==> src/rtl/tcrc_pkg.sv <==
// ----------------------------------------------------------------------------
// tcrc_pkg: shared types and constants of the recurrence checksum core
// Holds the beat layout, the step command passed to the recurrence unit and
// the constants of the modulo 65535 arithmetic.
// ----------------------------------------------------------------------------
`default_nettype none

package tcrc_pkg;

    // Widths of the beat fields and of the running terms.
    localparam int unsigned DataW  = 8;
    localparam int unsigned TermW  = 16;
    localparam int unsigned IndexW = 8;

    // Product widths: (byte + alpha) is 9 bits, times a 16-bit term.
    localparam int unsigned FactorW = DataW + 1;
    localparam int unsigned PosW    = FactorW + TermW;
    localparam int unsigned NegW    = IndexW + TermW;
    localparam int unsigned BiasedW = PosW + 1;

    // The modulus, and the value that the first byte adds to itself.
    localparam logic [TermW-1:0] Modulus    = 16'hFFFF;
    localparam logic [TermW-1:0] FirstAdd   = 16'd7;
    localparam logic [TermW-1:0] TermStart  = 16'd1;
    localparam logic [IndexW-1:0] IndexStart = 8'd0;
    localparam logic [IndexW-1:0] IndexNext  = 8'd1;

    // 256 * 65535: a multiple of the modulus larger than any negative part,
    // added so that the signed difference becomes a non-negative value.
    localparam logic [BiasedW-1:0] Bias = 26'd16776960;

    // One message byte as it travels through the core.
    typedef struct packed {
        logic [DataW-1:0] data_byte;
        logic             is_last;
    } beat_t;

    // Step command from the input stage to the recurrence unit.
    typedef struct packed {
        logic  fire;
        beat_t beat;
    } step_t;

endpackage : tcrc_pkg

`default_nettype wire

==> src/rtl/three_term_recurrence_checksum_core.sv <==
// ----------------------------------------------------------------------------
// three_term_recurrence_checksum_core: byte-stream recurrence checksum
// Takes one message byte per beat and gives the checksum on the last byte.
//
//   channel | ports                                 | direction
//   --------+---------------------------------------+----------
//   s_      | s_valid s_ready s_data_byte s_is_last | in
//   m_      | m_valid m_ready m_checksum            | out
//
// One byte per clock cycle is sustained unless a last byte is held back;
// the limit is the combinational next-term loop through the two multipliers
// and the modulo fold. A byte goes from s_ to the input register, is folded
// into the state as it leaves, and a last byte reaches m_ in the next cycle.
// Synchronous active-low reset clears both stages and starts a new message.
// A waiting checksum stalls only a further last byte; other bytes keep going.
// ----------------------------------------------------------------------------
`default_nettype none

module three_term_recurrence_checksum_core (
    input  wire logic                          aclk,
    input  wire logic                          aresetn,
    input  wire logic                          s_valid,
    output logic                               s_ready,
    input  wire logic [tcrc_pkg::DataW-1:0]    s_data_byte,
    input  wire logic                          s_is_last,
    output logic                               m_valid,
    input  wire logic                          m_ready,
    output logic [tcrc_pkg::TermW-1:0]         m_checksum
);

    logic                        in_valid_reg, in_valid_next;
    tcrc_pkg::beat_t             in_beat_reg, in_beat_next;
    logic                        out_valid_reg, out_valid_next;
    logic [tcrc_pkg::TermW-1:0]  out_checksum_reg, out_checksum_next;

    logic                        out_free;
    logic                        advance;
    logic                        s_fire;
    tcrc_pkg::step_t             step;
    logic [tcrc_pkg::TermW-1:0]  result;

    // Handshake: a beat leaves the input register unless it is a last beat
    // and the output register still holds an untaken checksum.
    assign out_free = !out_valid_reg || m_ready;
    assign advance  = in_valid_reg && (!in_beat_reg.is_last || out_free);
    assign s_ready  = !in_valid_reg || advance;
    assign s_fire   = s_valid && s_ready;

    assign step.fire = advance;
    assign step.beat = in_beat_reg;

    tcrc_recur u_recur (
        .aclk    (aclk),
        .aresetn (aresetn),
        .step    (step),
        .result  (result)
    );

    // Next values of the input and output stages.
    always_comb begin
        in_valid_next     = in_valid_reg;
        in_beat_next      = in_beat_reg;
        out_valid_next    = out_valid_reg;
        out_checksum_next = out_checksum_reg;
        if (s_fire) begin
            in_valid_next          = 1'b1;
            in_beat_next.data_byte = s_data_byte;
            in_beat_next.is_last   = s_is_last;
        end else if (advance) begin
            in_valid_next = 1'b0;
        end
        if (advance && in_beat_reg.is_last) begin
            out_valid_next    = 1'b1;
            out_checksum_next = result;
        end else if (m_ready) begin
            out_valid_next = 1'b0;
        end
    end

    // Control registers.
    always_ff @(posedge aclk) begin
        if (!aresetn) begin
            in_valid_reg  <= 1'b0;
            out_valid_reg <= 1'b0;
        end else begin
            in_valid_reg  <= in_valid_next;
            out_valid_reg <= out_valid_next;
        end
    end

    // Payload registers.
    always_ff @(posedge aclk) begin
        in_beat_reg      <= in_beat_next;
        out_checksum_reg <= out_checksum_next;
    end

    assign m_valid    = out_valid_reg;
    assign m_checksum = out_checksum_reg;

    // A last beat leaving the input register always lands in the output.
    assert property (@(posedge aclk) disable iff (!aresetn)
        (advance && in_beat_reg.is_last) |=> m_valid)
        else $error("checksum core: last beat produced no result");

    // A beat held back keeps its place and value in the input register.
    assert property (@(posedge aclk) disable iff (!aresetn)
        (in_valid_reg && !advance) |=> in_valid_reg && $stable(in_beat_reg))
        else $error("checksum core: stalled beat lost or changed");

    // The checksum is always a residue below the modulus.
    assert property (@(posedge aclk) disable iff (!aresetn)
        m_valid |-> m_checksum != tcrc_pkg::Modulus)
        else $error("checksum core: checksum out of range");

    // An accepted beat is present in the input register in the next cycle.
    assert property (@(posedge aclk) disable iff (!aresetn)
        s_fire |=> in_valid_reg)
        else $error("checksum core: accepted beat dropped");

endmodule : three_term_recurrence_checksum_core

`default_nettype wire

==> src/rtl/tcrc_recur.sv <==
// ----------------------------------------------------------------------------
// tcrc_recur: recurrence state and next-term arithmetic
// Keeps the two previous terms, the byte index and the message flag, and
// forms the next term modulo 65535 combinationally.
// ----------------------------------------------------------------------------
`default_nettype none

module tcrc_recur (
    input  wire logic                        aclk,
    input  wire logic                        aresetn,
    input  wire tcrc_pkg::step_t             step,
    output logic [tcrc_pkg::TermW-1:0]       result
);

    logic [tcrc_pkg::TermW-1:0]   older_reg, older_next;
    logic [tcrc_pkg::TermW-1:0]   newer_reg, newer_next;
    logic [tcrc_pkg::IndexW-1:0]  index_reg, index_next;
    logic                         mid_reg, mid_next;

    logic [tcrc_pkg::IndexW-1:0]  alpha;
    logic [tcrc_pkg::IndexW-1:0]  beta;
    logic [tcrc_pkg::FactorW-1:0] factor;
    logic [tcrc_pkg::PosW-1:0]    pos;
    logic [tcrc_pkg::NegW-1:0]    neg;
    logic                         neg_gt;
    logic [tcrc_pkg::BiasedW-1:0] biased;
    logic [tcrc_pkg::TermW:0]     fold1;
    logic [tcrc_pkg::TermW-1:0]   fold2;
    logic [tcrc_pkg::TermW-1:0]   term;

    // Index coefficients: 17i and 31i modulo 256, by shift and add.
    assign alpha = index_reg + {index_reg[3:0], 4'b0000};
    assign beta  = {index_reg[2:0], 5'b00000} - index_reg;

    // The two products of the difference.
    assign factor = {1'b0, step.beat.data_byte} + {1'b0, alpha};
    assign pos    = tcrc_pkg::PosW'(factor) * tcrc_pkg::PosW'(newer_reg);
    assign neg    = tcrc_pkg::NegW'(beta) * tcrc_pkg::NegW'(older_reg);
    assign neg_gt = tcrc_pkg::PosW'(neg) > pos;

    // A negative difference takes one more, as the 64-bit wraparound does.
    // The bias keeps the sum non-negative without changing it modulo 65535.
    assign biased = tcrc_pkg::BiasedW'(pos) + tcrc_pkg::Bias
                  + tcrc_pkg::BiasedW'(neg_gt) - tcrc_pkg::BiasedW'(neg);

    // Modulo 65535 by end-around folding of the upper bits.
    assign fold1 = (tcrc_pkg::TermW + 1)'(biased[tcrc_pkg::BiasedW-1:tcrc_pkg::TermW])
                 + (tcrc_pkg::TermW + 1)'(biased[tcrc_pkg::TermW-1:0]);
    assign fold2 = tcrc_pkg::TermW'(fold1[tcrc_pkg::TermW]) + fold1[tcrc_pkg::TermW-1:0];
    assign term  = (fold2 == tcrc_pkg::Modulus) ? '0 : fold2;

    // The newest term after this beat: the seed on a first byte.
    assign result = mid_reg ? term
                            : tcrc_pkg::TermW'(step.beat.data_byte) + tcrc_pkg::FirstAdd;

    // State update for one accepted beat.
    always_comb begin
        older_next = older_reg;
        newer_next = newer_reg;
        index_next = index_reg;
        mid_next   = mid_reg;
        if (step.fire) begin
            if (step.beat.is_last) begin
                older_next = tcrc_pkg::TermStart;
                newer_next = tcrc_pkg::TermStart;
                index_next = tcrc_pkg::IndexStart;
                mid_next   = 1'b0;
            end else if (!mid_reg) begin
                older_next = tcrc_pkg::TermStart;
                newer_next = result;
                index_next = tcrc_pkg::IndexNext;
                mid_next   = 1'b1;
            end else begin
                older_next = newer_reg;
                newer_next = result;
                index_next = index_reg + tcrc_pkg::IndexNext;
            end
        end
    end

    // State registers.
    always_ff @(posedge aclk) begin
        if (!aresetn) begin
            older_reg <= tcrc_pkg::TermStart;
            newer_reg <= tcrc_pkg::TermStart;
            index_reg <= tcrc_pkg::IndexStart;
            mid_reg   <= 1'b0;
        end else begin
            older_reg <= older_next;
            newer_reg <= newer_next;
            index_reg <= index_next;
            mid_reg   <= mid_next;
        end
    end

    // A term in the middle of a message is always a proper residue.
    assert property (@(posedge aclk) disable iff (!aresetn)
        mid_reg |-> newer_reg != tcrc_pkg::Modulus)
        else $error("tcrc_recur: stored term equals the modulus");

    // Outside a message the state holds its start values.
    assert property (@(posedge aclk) disable iff (!aresetn)
        !mid_reg |-> (index_reg == tcrc_pkg::IndexStart) && (older_reg == tcrc_pkg::TermStart))
        else $error("tcrc_recur: state not at message start");

    // A last beat always returns the unit to message start.
    assert property (@(posedge aclk) disable iff (!aresetn)
        (step.fire && step.beat.is_last) |=> !mid_reg)
        else $error("tcrc_recur: last beat did not end the message");

endmodule : tcrc_recur

`default_nettype wire
==> config.mk <==
export PLATFORM = sky130hd
export DESIGN_NAME = three_term_recurrence_checksum_core
export DESIGN_NICKNAME = d
export VERILOG_FILES = /design/src/rtl/tcrc_pkg.sv /design/src/rtl/three_term_recurrence_checksum_core.sv /design/src/rtl/tcrc_recur.sv
export SDC_FILE = /design/constraint.sdc
export NUM_CORES = 1
export LEC_CHECK = 0
export BUFFER_PORTS_ARGS = -buffer_cell sky130_fd_sc_hd__buf_2
export CELL_PAD_IN_SITES_DETAIL_PLACEMENT = 0
export CELL_PAD_IN_SITES_GLOBAL_PLACEMENT = 1
export CORE_UTILIZATION = 40
export CTS_CLUSTER_SIZE = 25
export DETAILED_ROUTE_END_ITERATION = 10
export GPL_TIMING_DRIVEN = 1
export PLACE_DENSITY_LB_ADDON = 0.1
export SYNTH_ARGS = -nofsm -noshare
export SYNTH_HDL_FRONTEND = slang
export SYNTH_SLANG_ARGS = --single-unit
==> constraint.sdc <==
create_clock -name aclk -period 16.8 [get_ports aclk]
set_input_delay 0.84 -clock aclk [delete_from_list [all_inputs] [get_ports aclk]]
set_output_delay 0.84 -clock aclk [all_outputs]
set_load 0.05 [all_outputs]
==> results.ini <==
[critical_path]
start_kind=flop
reg2reg_from=in_beat_reg[1]
cp_slowest_cell=fa_1
crit_buf_inv=3
crit_path_start=in_beat_reg[1]
cp_data_arrival_time_ns=15.21
path_max_fanout=16
timing.critical_path.max_delay_family=compound AO/OA/AOI/OAI gates
r2r_setup_slack_ns=1.64
crit_end=m_checksum[5]
critPathMaxStageDelay_ns=0.54
r2r_end=m_checksum[5]
worstPathRequired_ns=16.85
critPathKind=reg2reg
crit_cells=64
cp-end-kind=flop
reg2reg_depth=64

[cts]
post_cts_buffers=0
clk_pin_slew_ns=0.06
clkLatencyLatePin_ns=0.34
root_buffer=clkbuf_16
cts.sinks=68
cts_resized=0
tritoncts=done
htree_levels=3
numCtsBuffers=9
cts_buffer_depth=2
ctsHoldBuffers=0

[grt]
grt_pass1_wl_um=65800
overflow=0
grt_max_degree=31
grt.total_usage_pct=22.1
antenna_found_initial=0
grt_pass1_vias=11936

[timing]
period_share_pct=90.3
rsz0062_at_grt=no
setup_viol=0
fmax_ghz=0.0659
finalHoldViolCount=0
fin_skew_ns=0.0101
drv_slew=0
setup_ws_ns=1.64
tightestPinTransition_ns=1.04
slew_headroom_pct=31.0
finalSetupTns_ns=0
period_needed_ns=15.16

[synthesis]
synthXorXnorAreaFrac_pct=5.89
synth_mux_area_share_pct=0.0668
synth_top_family_by_area=adder cells
synth-seq-cells=68
seq_area_frac_synth_pct=10.7
syn_area_per_cell_um2=8.46
mappedNetlistArea_um2=15000
async_flop_share_pct=0
post_synth_inst_count=1773
synth-compound-area-share_pct=13.2
synth_cell_type_count=86
yosys_warnings=0
ys_dominant_reg_cell=dfxtp_1
synth_edf_count=25
synth_adder_area_share_pct=41.1
synth-simple-area-share_pct=19.6
synth_nets=2163

[finish]
layout-drive-gt1-share_pct=5.68
seq_area_um2=1610
layout_common_cells=inv_1, nand2_1, fa_1, ha_1, and2_1
nets=2147
syn2layout_area_growth_pct=5.93
final_common_cell=inv_1
final_util_pct=43.2
fillCellCount=3736
multi_input_area_um2=12000

[drt]
drt-total-wl_um=40600
drtIter0Drc=562
firstDrtPassIters=5
num_vias=11647
routed_via_density=5.22
ant_nets=0
wl_per_cell_um=18.2
drc=0

[place]
dpl.hpwl_um=34200
portBuffers=30
preCtsSetupSlack_ns=1.32
gp_congestion=0.858

[die]
initial_core_util_pct=40.8
die_area_um2=38300
fp.dieW_um=196
io-pin-count=31
dieHeight_um=196
rows=70
core_area_um2=36800

[job]
maxCapViolCount=0

[status]
status=finished, final reports clean

[worst_hold_path]
min_path_type=reg2reg

## area by class of cell
cell class | instances | area share (%)
diodes | 1 | 0.0158
well taps | 468 | 3.69
inverters | 301 | 7.11
flip-flops and latches | 68 | 10.2
clock inverters | 4 | 0.339
multi-input cells | 1336 | 75.5
clock buffers | 12 | 1.69
repair buffers | 41 | 1.47
## layer usage
| metal | routed length [um] | vias up | track usage [%] |
|---|---|---|---|
| met3 | 1270 | 38 | 2.28 |
| li1 | - | 5669 | - |
| met5 | 0 | - | 0 |
| met1 | 19200 | 5767 | 30.6 |
| met2 | 19000 | 173 | 36.7 |
| met4 | 1020 | 0 | 6.18 |
## cell families after synthesis
group | Yosys count
xor gates and xnor gates | 100
adders and majority gates | 377
DFF | 68
and+or+nand+nor | 580
buffers and inverters | 369
AOI/OAI and AO/OA | 278
muxes | 1
## through the flow
step           hold slack, ns  std cells  area (um2)
2_1_floorplan           0.423       1773       15000
3_3_place_gp            0.542       2214       15600
3_5_place_dp            0.564       2214       15600
4_1_cts                 0.577       2230       15900
5_1_grt                 0.616       2230       15900
6_report                0.582       2231       15900
## worst min path at each step
stage	startpoint	endpoint	slack, ns	depth (start not counted)
6_report	in_valid_reg	in_valid_reg	0.58	2
5_1_grt	in_valid_reg	in_valid_reg	0.62	2
4_1_cts	in_valid_reg	in_valid_reg	0.58	2
3_5_place_dp	in_valid_reg	in_valid_reg	0.56	2
3_3_place_gp	in_valid_reg	in_valid_reg	0.54	2
2_1_floorplan	u_recur.newer_reg[0]	u_recur.newer_reg[0]	0.42	2
## cell usage after synthesis (7+ instances only)
master	instances	area, um2
nand2_1	202	758
a21o_1	24	180
fa_1	192	3840
nand2b_1	14	87.6
nor3_1	21	105
nand3_1	29	145
inv_1	301	1130
o21ai_0	41	205
clkbuf_1	60	225
edfxtp_1	25	751
nand4_1	9	56.3
and3_1	10	62.6
dfxtp_1	43	861
nor2_1	73	274
nor2b_1	34	213
o21bai_1	11	82.6
xor2_1	36	315
or2_2	8	50.1
ha_1	185	2310
o31ai_1	10	75.1
a22oi_1	17	128
a21oi_1	62	310
xnor2_1	63	552
o211ai_1	7	52.6
a31oi_1	10	62.6
and2_1	149	932
a211oi_1	12	90.1
o21a_1	15	113
## worst min-delay path: stages, from the launching register on
cell and delay [ns]:
dfxtp_1 0.35, nand3_1 0.10, a21boi_0 0.08
Power is not shown: default switching activity piles up to over one toggle a cycle in this logic, so the estimate is an artifact.
